**src/rtl/pbdt_pkg.sv**
```systemverilog
// pbdt_pkg: shared types and fixed widths for the drop-tail packet buffer.
// Used by pbdt_cell and packet_buffer_drop_tail; depends on nothing.
`default_nettype none
package pbdt_pkg;

   localparam int PORT_TIME_W = 32;         // width of the time fields on the ports
   localparam int CSR_W       = 7;          // width of buffer_size
   localparam logic [CSR_W-1:0] CSR_BUFFER_SIZE_RESET = 7'd64;

   // Per-cycle command broadcast from the controller to every cell.
   typedef struct packed {
      logic pop;    // shift every entry one cell toward the head
      logic push;   // write the new finish time into the first free cell
   } cell_ctrl_type;

endpackage
`default_nettype wire

```
**src/rtl/pbdt_cell.sv**
```systemverilog
// pbdt_cell: one slot of the shifting finish-time queue.
// Takes its neighbor's entry on a pop, loads the new entry when it is the first free slot.
// Depends on pbdt_pkg.
`default_nettype none
module pbdt_cell #(
   parameter int TIME_WIDTH = 32,
   parameter int CNT_W      = 7,
   parameter int INDEX      = 0
) (
   input  wire                           clock,
   input  pbdt_pkg::cell_ctrl_type       ctrl,
   input  wire  [CNT_W-1:0]              occupancy,
   input  wire  [TIME_WIDTH-1:0]         push_time,
   input  wire  [TIME_WIDTH-1:0]         next_time,
   output logic [TIME_WIDTH-1:0]         cell_time
);
   import pbdt_pkg::*;

   logic [TIME_WIDTH-1:0] time_ff;
   logic [TIME_WIDTH-1:0] time_in;
   logic                  is_tail;

   // this cell is the first free slot when the fill count points at it
   assign is_tail = (occupancy == CNT_W'(INDEX));

   always_comb begin
      time_in = time_ff;
      if (ctrl.push && is_tail) begin
         time_in = push_time;
      end else if (ctrl.pop) begin
         time_in = next_time;
      end
   end

   always_ff @(posedge clock) begin
      time_ff <= time_in;
   end

   assign cell_time = time_ff;

endmodule
`default_nettype wire

```
**src/rtl/packet_buffer_drop_tail.sv**
```systemverilog
// Drop-tail packet buffer: one result item per request item.
// Flow: an accepted item stays in ST_RETIRE until no head entry has retired, then passes ST_FINISH
// (skipped when it is dropped) and ST_RESULT, which waits until the output register is free;
// the retire loop pops one cell per cycle, and a new item enters once the last result is loaded.
// Reset: synchronous; queue empty, buffer_size = 64, no result pending.
// Depends on pbdt_pkg and pbdt_cell.
`default_nettype none
module packet_buffer_drop_tail #(
   parameter int DEPTH      = 64,
   parameter int TIME_WIDTH = 32
) (
   input  wire                                clock,
   input  wire                                reset,
   // request channel
   input  wire                                req_valid,
   output logic                               req_ready,
   input  wire  [pbdt_pkg::PORT_TIME_W-1:0]   req_arrival_time,
   input  wire  [pbdt_pkg::PORT_TIME_W-1:0]   req_process_time,
   // response channel
   output logic                               rsp_valid,
   input  wire                                rsp_ready,
   output logic                               rsp_dropped,
   output logic [pbdt_pkg::PORT_TIME_W-1:0]   rsp_begin_time,
   // configuration
   input  wire                                csr_wr_en,
   input  wire  [pbdt_pkg::CSR_W-1:0]         csr_wr_data
);
   import pbdt_pkg::*;

   localparam int CNT_W = $clog2(DEPTH + 1);
   localparam int CMP_W = (CNT_W > CSR_W) ? CNT_W : CSR_W;

   typedef enum logic [3:0] {
      ST_IDLE   = 4'b0001,
      ST_RETIRE = 4'b0010,
      ST_FINISH = 4'b0100,
      ST_RESULT = 4'b1000
   } state_type;

   state_type               state_ff, state_in;
   logic [CSR_W-1:0]        buffer_size_ff, buffer_size_in;
   logic [CNT_W-1:0]        occupancy_ff, occupancy_in;
   logic [TIME_WIDTH-1:0]   arrival_ff, arrival_in;
   logic [TIME_WIDTH-1:0]   service_ff, service_in;
   logic [TIME_WIDTH-1:0]   start_ff, start_in;
   logic                    drop_ff, drop_in;
   logic [TIME_WIDTH-1:0]   last_finish_ff, last_finish_in;
   logic                    rsp_valid_ff, rsp_valid_in;
   logic                    rsp_dropped_ff, rsp_dropped_in;
   logic [PORT_TIME_W-1:0]  rsp_start_ff, rsp_start_in;

   cell_ctrl_type           ctrl;
   logic [TIME_WIDTH-1:0]   cell_time [DEPTH];
   logic [TIME_WIDTH-1:0]   finish_time;
   logic [TIME_WIDTH:0]     finish_sum;
   logic [CMP_W-1:0]        capacity;
   logic [CMP_W-1:0]        buf_ext;
   logic                    retire;
   logic                    full;
   logic                    out_free;

   // ---------------- queue of finish times ----------------
   for (genvar i = 0; i < DEPTH; i++) begin : g_cell
      logic [TIME_WIDTH-1:0] next_time;
      if (i == DEPTH - 1) begin : g_last
         assign next_time = '0;
      end else begin : g_mid
         assign next_time = cell_time[i+1];
      end
      pbdt_cell #(
         .TIME_WIDTH (TIME_WIDTH),
         .CNT_W      (CNT_W),
         .INDEX      (i)
      ) u_cell (
         .clock      (clock),
         .ctrl       (ctrl),
         .occupancy  (occupancy_ff),
         .push_time  (finish_time),
         .next_time  (next_time),
         .cell_time  (cell_time[i])
      );
   end

   // ---------------- capacity: clamp buffer_size to [1, DEPTH] ----------------
   always_comb begin
      buf_ext = CMP_W'(buffer_size_ff);
      if (buf_ext == '0) begin
         capacity = CMP_W'(1);
      end else if (buf_ext > CMP_W'(DEPTH)) begin
         capacity = CMP_W'(DEPTH);
      end else begin
         capacity = buf_ext;
      end
   end

   assign retire   = (occupancy_ff != '0) && (cell_time[0] <= arrival_ff);
   assign full     = (CMP_W'(occupancy_ff) >= capacity);
   assign out_free = !rsp_valid_ff || rsp_ready;

   // saturating finish time
   assign finish_sum  = {1'b0, start_ff} + {1'b0, service_ff};
   assign finish_time = finish_sum[TIME_WIDTH] ? '1 : finish_sum[TIME_WIDTH-1:0];

   assign req_ready = (state_ff == ST_IDLE);

   // ---------------- controller ----------------
   always_comb begin
      state_in       = state_ff;
      buffer_size_in = csr_wr_en ? csr_wr_data : buffer_size_ff;
      occupancy_in   = occupancy_ff;
      arrival_in     = arrival_ff;
      service_in     = service_ff;
      start_in       = start_ff;
      drop_in        = drop_ff;
      last_finish_in = last_finish_ff;
      ctrl           = '0;

      unique case (state_ff)
         ST_IDLE: begin
            if (req_valid) begin
               arrival_in = TIME_WIDTH'(req_arrival_time);
               service_in = TIME_WIDTH'(req_process_time);
               state_in   = ST_RETIRE;
            end
         end
         ST_RETIRE: begin
            if (retire) begin
               // drop the head entry, it finished by the arrival
               ctrl.pop     = 1'b1;
               occupancy_in = occupancy_ff - CNT_W'(1);
            end else if (full) begin
               drop_in  = 1'b1;
               start_in = '0;
               state_in = ST_RESULT;
            end else begin
               drop_in  = 1'b0;
               start_in = ((occupancy_ff != '0) && (last_finish_ff > arrival_ff))
                          ? last_finish_ff : arrival_ff;
               state_in = ST_FINISH;
            end
         end
         ST_FINISH: begin
            ctrl.push      = 1'b1;
            occupancy_in   = occupancy_ff + CNT_W'(1);
            last_finish_in = finish_time;
            state_in       = ST_RESULT;
         end
         ST_RESULT: begin
            if (out_free) begin
               state_in = ST_IDLE;
            end
         end
         default: begin
            state_in = ST_IDLE;
         end
      endcase
   end

   // ---------------- output register ----------------
   always_comb begin
      rsp_valid_in   = rsp_valid_ff && !rsp_ready;
      rsp_dropped_in = rsp_dropped_ff;
      rsp_start_in   = rsp_start_ff;
      if ((state_ff == ST_RESULT) && out_free) begin
         rsp_valid_in   = 1'b1;
         rsp_dropped_in = drop_ff;
         rsp_start_in   = PORT_TIME_W'(start_ff);
      end
   end

   always_ff @(posedge clock) begin
      if (reset) begin
         state_ff       <= ST_IDLE;
         buffer_size_ff <= CSR_BUFFER_SIZE_RESET;
         occupancy_ff   <= '0;
         rsp_valid_ff   <= 1'b0;
      end else begin
         state_ff       <= state_in;
         buffer_size_ff <= buffer_size_in;
         occupancy_ff   <= occupancy_in;
         rsp_valid_ff   <= rsp_valid_in;
      end
   end

   always_ff @(posedge clock) begin
      arrival_ff     <= arrival_in;
      service_ff     <= service_in;
      start_ff       <= start_in;
      drop_ff        <= drop_in;
      last_finish_ff <= last_finish_in;
      rsp_dropped_ff <= rsp_dropped_in;
      rsp_start_ff   <= rsp_start_in;
   end

   assign rsp_valid      = rsp_valid_ff;
   assign rsp_dropped    = rsp_dropped_ff;
   assign rsp_begin_time = rsp_start_ff;

   // ---------------- assertions ----------------
   a_occ_bound: assert property (@(posedge clock) disable iff (reset)
      CMP_W'(occupancy_ff) <= CMP_W'(DEPTH))
      else $error("queue occupancy above depth");

   a_pop_nonempty: assert property (@(posedge clock) disable iff (reset)
      ctrl.pop |-> (occupancy_ff != '0))
      else $error("pop from empty queue");

   a_push_room: assert property (@(posedge clock) disable iff (reset)
      ctrl.push |-> (CMP_W'(occupancy_ff) < capacity))
      else $error("push into full buffer");

   a_drop_zero: assert property (@(posedge clock) disable iff (reset)
      (rsp_valid_ff && rsp_dropped_ff) |-> (rsp_start_ff == '0))
      else $error("dropped item with nonzero start time");

   a_push_sequence: assert property (@(posedge clock) disable iff (reset)
      ctrl.push |=> (state_ff == ST_RESULT))
      else $error("push not followed by result");

endmodule
`default_nettype wire
```
**config.mk**
```make
export PLATFORM = sky130hd
export DESIGN_NAME = packet_buffer_drop_tail
export DESIGN_NICKNAME = d
export VERILOG_FILES = /design/src/rtl/pbdt_pkg.sv /design/src/rtl/pbdt_cell.sv /design/src/rtl/packet_buffer_drop_tail.sv
export SDC_FILE = /design/constraint.sdc
export NUM_CORES = 2
export LEC_CHECK = 0
export ABC_AREA = 1
export BUFFER_PORTS_ARGS = -buffer_cell sky130_fd_sc_hd__buf_2
export CAP_MARGIN = 10
export CELL_PAD_IN_SITES_DETAIL_PLACEMENT = 1
export CELL_PAD_IN_SITES_GLOBAL_PLACEMENT = 2
export CORE_AREA = 2 2 464 466
export CTS_BUF_LIST = sky130_fd_sc_hd__clkbuf_4
export DETAILED_ROUTE_END_ITERATION = 8
export DIE_AREA = 0 0 466 468
export GPL_TIMING_DRIVEN = 0
export HOLD_SLACK_MARGIN = 0.06
export PLACE_DENSITY = 0.81
export RECOVER_POWER = 25
export SLEW_MARGIN = 20
export SYNTH_ARGS = -nofsm -noshare
export SYNTH_HDL_FRONTEND = slang
export SYNTH_SLANG_ARGS = --single-unit
```
**constraint.sdc**
```tcl
create_clock -name clock -period 4.8 [get_ports clock]
set_input_delay 0.96 -clock clock [delete_from_list [all_inputs] [get_ports clock]]
set_output_delay 0.96 -clock clock [all_outputs]
set_load 0.005 [all_outputs]
```
* Word-level counts from Yosys, hierarchy flattened
Cells that the tools add are included.
W data, S select, Z words.
** Storage, ports and cells
- Flip-flop bits (word level) :: 2229
- Latch bits :: 0
- Memory bits (writable) :: 0
- Bits in read-only memories :: 0
- Input bits :: 76
- Logic and storage cells :: 441
- Memories kept :: 0
** Operators by class
- $add $sub $neg :: 3
- Multiply operators :: 0
- Div/mod/pow operators :: 0
- Magnitude comparators :: 4
- Eq/ne operators :: 71
- Shift-type cells :: 0
- Mux-type cells :: 144
- Bitwise operators :: 1
- Reduce and logical (&&, ||, !) cells :: 143
** Operators by type and width (count)
- $mux W32 :: 130
- $eq A7 B6 Y1 const B :: 32
- $reduce_bool A2 Y1 :: 65
- $eq A7 B5 Y1 const B :: 16
- $logic_and A1 B1 Y1 :: 68
- $eq A7 B4 Y1 const B :: 8
- $add A32 B32 Y33 :: 1
- $gt A32 B32 Y1 :: 1
- $le A32 B32 Y1 :: 1
- $eq A7 B3 Y1 const B :: 4
- $mux W7 :: 3
- $mux W4 :: 4
- $pmux W4 S4 :: 1
- $eq A7 B2 Y1 const B :: 2
- $logic_not A7 Y1 :: 2
- $pmux W7 S2 :: 1
- $ne A2 B2 Y1 const B :: 4
- $add A7 B1 Y7 const B :: 1
- $eq A7 B1 Y1 const B :: 1
- $ge A7 B7 Y1 :: 1
- $gt A7 B7 Y1 const B :: 1
- $reduce_bool A7 Y1 :: 1
- $sub A7 B1 Y7 const B :: 1
- $reduce_and A2 Y1 :: 3
- other kinds (9) :: 14

* Depth between registers and ports, before layout
- Word-level depth :: 7
- Gate-level depth with buffers :: 19

* Hierarchy
A second synthesis with hierarchy kept.
** Unflattened totals
- Cells, all modules :: 10712
- Area total of the unflattened synthesis :: 105881.5 sq um
** Modules (own cells, without submodules)
- pbdt_cell at g_cell[11].u_cell ... :: instances 12, cells each 150, area an instance 1460.2 sq um, seq. area each 960.9 sq um
- pbdt_cell at g_cell[23].u_cell ... :: instances 10, cells each 149, area an instance 1456.4 sq um, seq. area each 960.9 sq um
- pbdt_cell at g_cell[10].u_cell ... :: instances 8, cells each 151, area an instance 1517.7 sq um, seq. area each 960.9 sq um
- pbdt_cell at g_cell[21].u_cell ... :: instances 8, cells each 150, area an instance 1511.4 sq um, seq. area each 960.9 sq um
- packet_buffer_drop_tail :: instances 1, cells each 1076, area an instance 10383.7 sq um, seq. area each 5245.0 sq um
- pbdt_cell at g_cell[12].u_cell ... :: instances 6, cells each 151, area an instance 1463.9 sq um, seq. area each 960.9 sq um
- pbdt_cell at g_cell[29].u_cell ... :: instances 4, cells each 155, area an instance 1562.7 sq um, seq. area each 960.9 sq um
- pbdt_cell at g_cell[1].u_cell ... :: instances 4, cells each 152, area an instance 1521.5 sq um, seq. area each 960.9 sq um
- pbdt_cell at g_cell[55].u_cell ... :: instances 4, cells each 148, area an instance 1503.9 sq um, seq. area each 960.9 sq um
- pbdt_cell at g_cell[31].u_cell ... :: instances 2, cells each 148, area an instance 1506.4 sq um, seq. area each 960.9 sq um
- pbdt_cell at g_cell[16].u_cell ... :: instances 2, cells each 152, area an instance 1467.7 sq um, seq. area each 960.9 sq um
- pbdt_cell at g_cell[48].u_cell :: instances 1, cells each 157, area an instance 1570.3 sq um, seq. area each 960.9 sq um
- pbdt_cell at g_cell[15].u_cell :: instances 1, cells each 155, area an instance 1560.2 sq um, seq. area each 960.9 sq um
- pbdt_cell at g_cell[63].u_cell :: instances 1, cells each 147, area an instance 1492.7 sq um, seq. area each 960.9 sq um
- pbdt_cell at g_cell[0].u_cell :: instances 1, cells each 153, area an instance 1471.4 sq um, seq. area each 960.9 sq um

* Worst setup path after synthesis
Ideal clock, no wire load.
- Path type :: input to register
- From :: in req_valid
- To :: reg arrival_ff[0] (enable)
- Setup time :: 0.488 ns
- Data arrival time :: 3.698 ns
- Required time :: 4.312 ns
- Path slack :: 0.615 ns
- Stages :: 2
- Buffers on the path :: 0
- Cell sequence :: inv_1 nor2_1
** Between the ends
- Word-level cells in the longest chain between the ends :: 1
** RTL lines
- start, declared :: RTL line packet_buffer_drop_tail.sv:15 : input wire req_valid,
- $reduce_and A2 Y1 (no source line)
- end signal, assigned :: RTL line packet_buffer_drop_tail.sv:186 : arrival_ff <= arrival_in;
- end, declared :: RTL line packet_buffer_drop_tail.sv:43 : logic [TIME_WIDTH-1:0] arrival_ff, arrival_in;
No other way between the ends.
A chain may end at the register's enable or synchronous reset.

* Final worst setup path
- From :: reg start_ff[25]
- To :: reg g_cell[39].u_cell.time_ff[15], data pin
** Between the ends
- Word-level cells in the longest chain between the ends :: 3
** RTL lines
- start, declared :: RTL line packet_buffer_drop_tail.sv:45 : logic [TIME_WIDTH-1:0] start_ff, start_in;
- start signal, assigned :: RTL line packet_buffer_drop_tail.sv:188 : start_ff <= start_in;
- $add A32 B32 Y33 :: RTL line packet_buffer_drop_tail.sv:101 : assign finish_sum = {1'b0, start_ff} + {1'b0, service_ff};
- $mux W32 :: RTL line packet_buffer_drop_tail.sv:102 : assign finish_time = finish_sum[TIME_WIDTH] ? '1 : finish_sum[TIME_WIDTH-1:0];
- $mux W32 :: RTL line pbdt_cell.sv:28 : if (ctrl.push && is_tail) begin
- via g_cell[39].u_cell.time_in[15] :: RTL line pbdt_cell.sv:20 : logic [TIME_WIDTH-1:0] time_in;
- end signal, assigned :: RTL line pbdt_cell.sv:36 : time_ff <= time_in;
- end, declared :: RTL line pbdt_cell.sv:19 : logic [TIME_WIDTH-1:0] time_ff;
The timed path passes the listed nets, and every way through them passes these cells.

==> summary.txt <==
Worst hold margin = 0.274 ns
Pwr/cell area = 389 nW/um^2
Synth Instances = 8770
Initial antenna violation count = 27
Layout cells sized above 1 = 12.8%
Asr flop ratio synth = 0%
Ports = 111
CP Launch Type = flip-flop
Synth cell types = 44
Worst hold path class = input pin to flip-flop
Total grt overflow = 0
Status = finished, violations left
Final setup fails = 0
MaxCap Viol Count = 4
RSZ-0062 raised after global routing = yes
Crit path time final = 4.75 ns
All-Layer GR Usage = 26.5%
Iter 0 DRT Violations = 5292
Part of the power in registers = 50.7%
Post-Syn Area = 95300 sq um
Root buf cell = clkbuf_4
Fmax = 210 MHz
Relative slew slack = -23.8%
Leakage = 42.9 nW
Reg clk slew, reported paths = 0.07 ns
Avg Cell Area, Syn = 10.9 sq um
Post-route clock period utilization = 99.1%
Busiest grt layer = met2
Post-route cell area = 108000 sq um
Peak VDD IR = 0.000267 V
Fill count = 23461
Total Wirelength = 290 mm
CTS Sinks = 2229
CP Data Required Time = 5.86 ns
DP HPWL = 207 mm
Dominant synthesized flop cell = edfxtp_1
DR vias/cell = 5.37
Core area = 213000 sq um
Switching part of the total power = 26.6%
Comb power frac = 8.8%
Number of synthesized flops with an enable pin = 2210
Endpoint class of the critical path = flip-flop
Met1 Use GR = 36.5%
Internal = 30.8 mW
Syn nets = 8955
Clk Latency, worst-skew pair = 1.40 ns
Overall Power = 42.0 mW
P_sw = 11.2 mW
First-pass GRT wire length = 440 mm
Vias in the first global route = 72605
Met2 Usage GRT = 41.5%
Final RePlAce weighted congestion = 0.919
DR vias = 68931
Std cell rows = 170
Die W = 466 um
Critical path type = flip-flop to flip-flop
Final hold viol count = 0
Clock share of power = 40.5%
CTS buffer count = 616
Routed Antenna Nets = 0
DR WL/cell = 22.6 um
Starting density of the core = 44.7%
Most common cell after layout, fill and taps aside = nand2_1
H-tree levels = 6
Core Util, Final = 50.5%
Largest net degree at the start of global routing = 33
Max clock buf depth = 4
Crit path DAT = 5.81 ns
Dpl cell area = 99900 sq um
CP Max Fanout = 10
Failing checks = capacitance limit, slew limit
Most frequent cells in the layout = nand2_1 (3518), edfxtp_1 (2210), o21ai_0 (1304), clkbuf_4 (899), clkbuf_1 (556)
Buffers on Ports = 110
Global Route met3 Usage = 5.64%
Seq/Total Area, Yosys = 70.1%
TritonCTS clock tree = yes
Yosys warns = 0
Die H = 468 um
Final Max Tran Viols = 54
DRC Markers = 0
Worst-Margin Slew = 1.86 ns
Layout Skew = 0.0963 ns
Syn-to-layout area delta = 13.2%
Number of iterations in the first detailed-routing pass = 5
Die area = 218000 sq um
Final nets = 9785
#FFs+latches synth = 2229
==> final cells by class <==
type / count / area [sq um] / share of cell area [%]
buffer: 630 / 2550 / 2.37
tap: 2838 / 3550 / 3.29
timing repair buffer: 212 / 1620 / 1.50
antenna: 16 / 40.0 / 0.0371
multi-input combinational: 5648 / 24900 / 23.1
clock inverter: 107 / 647 / 0.600
sequential: 2229 / 66700 / 61.9
clock buffer: 899 / 6750 / 6.26
inverter: 263 / 987 / 0.916
==> what timing repair did <==
item	CTS	global route
endpoints found under the hold margin	82	0
setup endpoints to repair	0	165
buffers inserted	0	0
resized for setup	0	7
hold buffers	85	0
==> path summary, 6_finish.rpt <==
path	from	endpoint	slack [ns]	cells after the start
worst max register to register	start_ff[25]	g_cell[39].u_cell.cell_time[15]	0.05	15
worst min register to register	start_ff[29]	rsp_begin_time[29]	0.42	0
worst max-delay path	start_ff[25]	g_cell[39].u_cell.cell_time[15]	0.05	15
worst min-delay path	req_process_time[30]	service_ff[30]	0.27	2
==> per-layer routing <==
metal	wire length [um]	vias up	part of all wire, %
li1	-	31894	-
met1	129000	34580	44
met2	133000	1988	46
met3	19200	467	6.6
met4	8660	2	3.0
met5	13	-	0.0045
==> cell usage after synthesis, drive strengths merged (3+ instances only) <==
cell       n  area (sq um)
buf      142           830
ha       108          1350
a31oi      4          25.0
xnor2      3          26.3
or2        6          37.5
clkbuf   488          1840
nor2     175           707
o21ai   1427          7270
a21o      14           105
o21a       4          30.0
nor4       3          18.8
a21oi    121           643
nor3      62           352
nand2   3587         13500
xor2      20           175
inv      263           987
dfxtp     19           380
nand4     13          81.3
nand3     92           470
edfxtp  2210         66400
==> state kept, by name, summed over array words and instances (netlist names) <==
register                 flops
arrival_ff                  32
buf_ext                      7
drop_ff                      1
g_cell.u_cell.cell_time   2048
last_finish_ff              32
occupancy_ff                 7
rsp_begin_time              32
rsp_dropped                  1
rsp_valid                    1
service_ff                  32
start_ff                    32
state_ff                     4
==> cells by family after synthesis <==
logic type	after synthesis	share of synthesized area, %
simple gates	3939	15.9
compound gates	1577	8.54
xor+xnor	23	0.211
flops	2229	70.1
buf+inv	893	3.84
fa+ha+maj	109	1.44
==> through the flow <==
step                      cells  setup WS [ns]  TNS [ns]
final                     12842         0.0456         0
after global routing      12834        -0.0748     -9.35
after CTS                 12826         0.0833         0
after detailed placement  11735          0.148         0
after global placement    11718          -1.14   -752.23
after floorplan            8770          0.615         0
==> power groups by stage <==
| stage | combinational, mW | sequential [mW] | clock, mW |
|---|---|---|---|
| after global routing | 3.87 | 21.3 | 18.4 |
| after CTS | 3.77 | 21.3 | 17.4 |
| final | 3.68 | 21.3 | 17.0 |
| after detailed placement | 3.71 | 21.7 | 0 |
| after floorplan | 1.59 | 21.7 | 0 |
| after global placement | 3.58 | 21.7 | 0 |
==> worst max-delay path, stage by stage (launching register included) <==
cell      delay [ns]
edfxtp_1        0.43
ha_1            0.39
a21oi_1         0.26
nor2_1          0.08
nor2_1          0.22
nor2_1          0.08
nor2_1          0.09
o21ai_0         0.14
nor2_1          0.18
nand2_2         0.07
clkbuf_1        0.29
buf_12          0.27
nor2_2          0.11
clkbuf_1        1.34
buf_6           0.32
o21ai_1         0.11
Power figures use the tool's default switching activity.
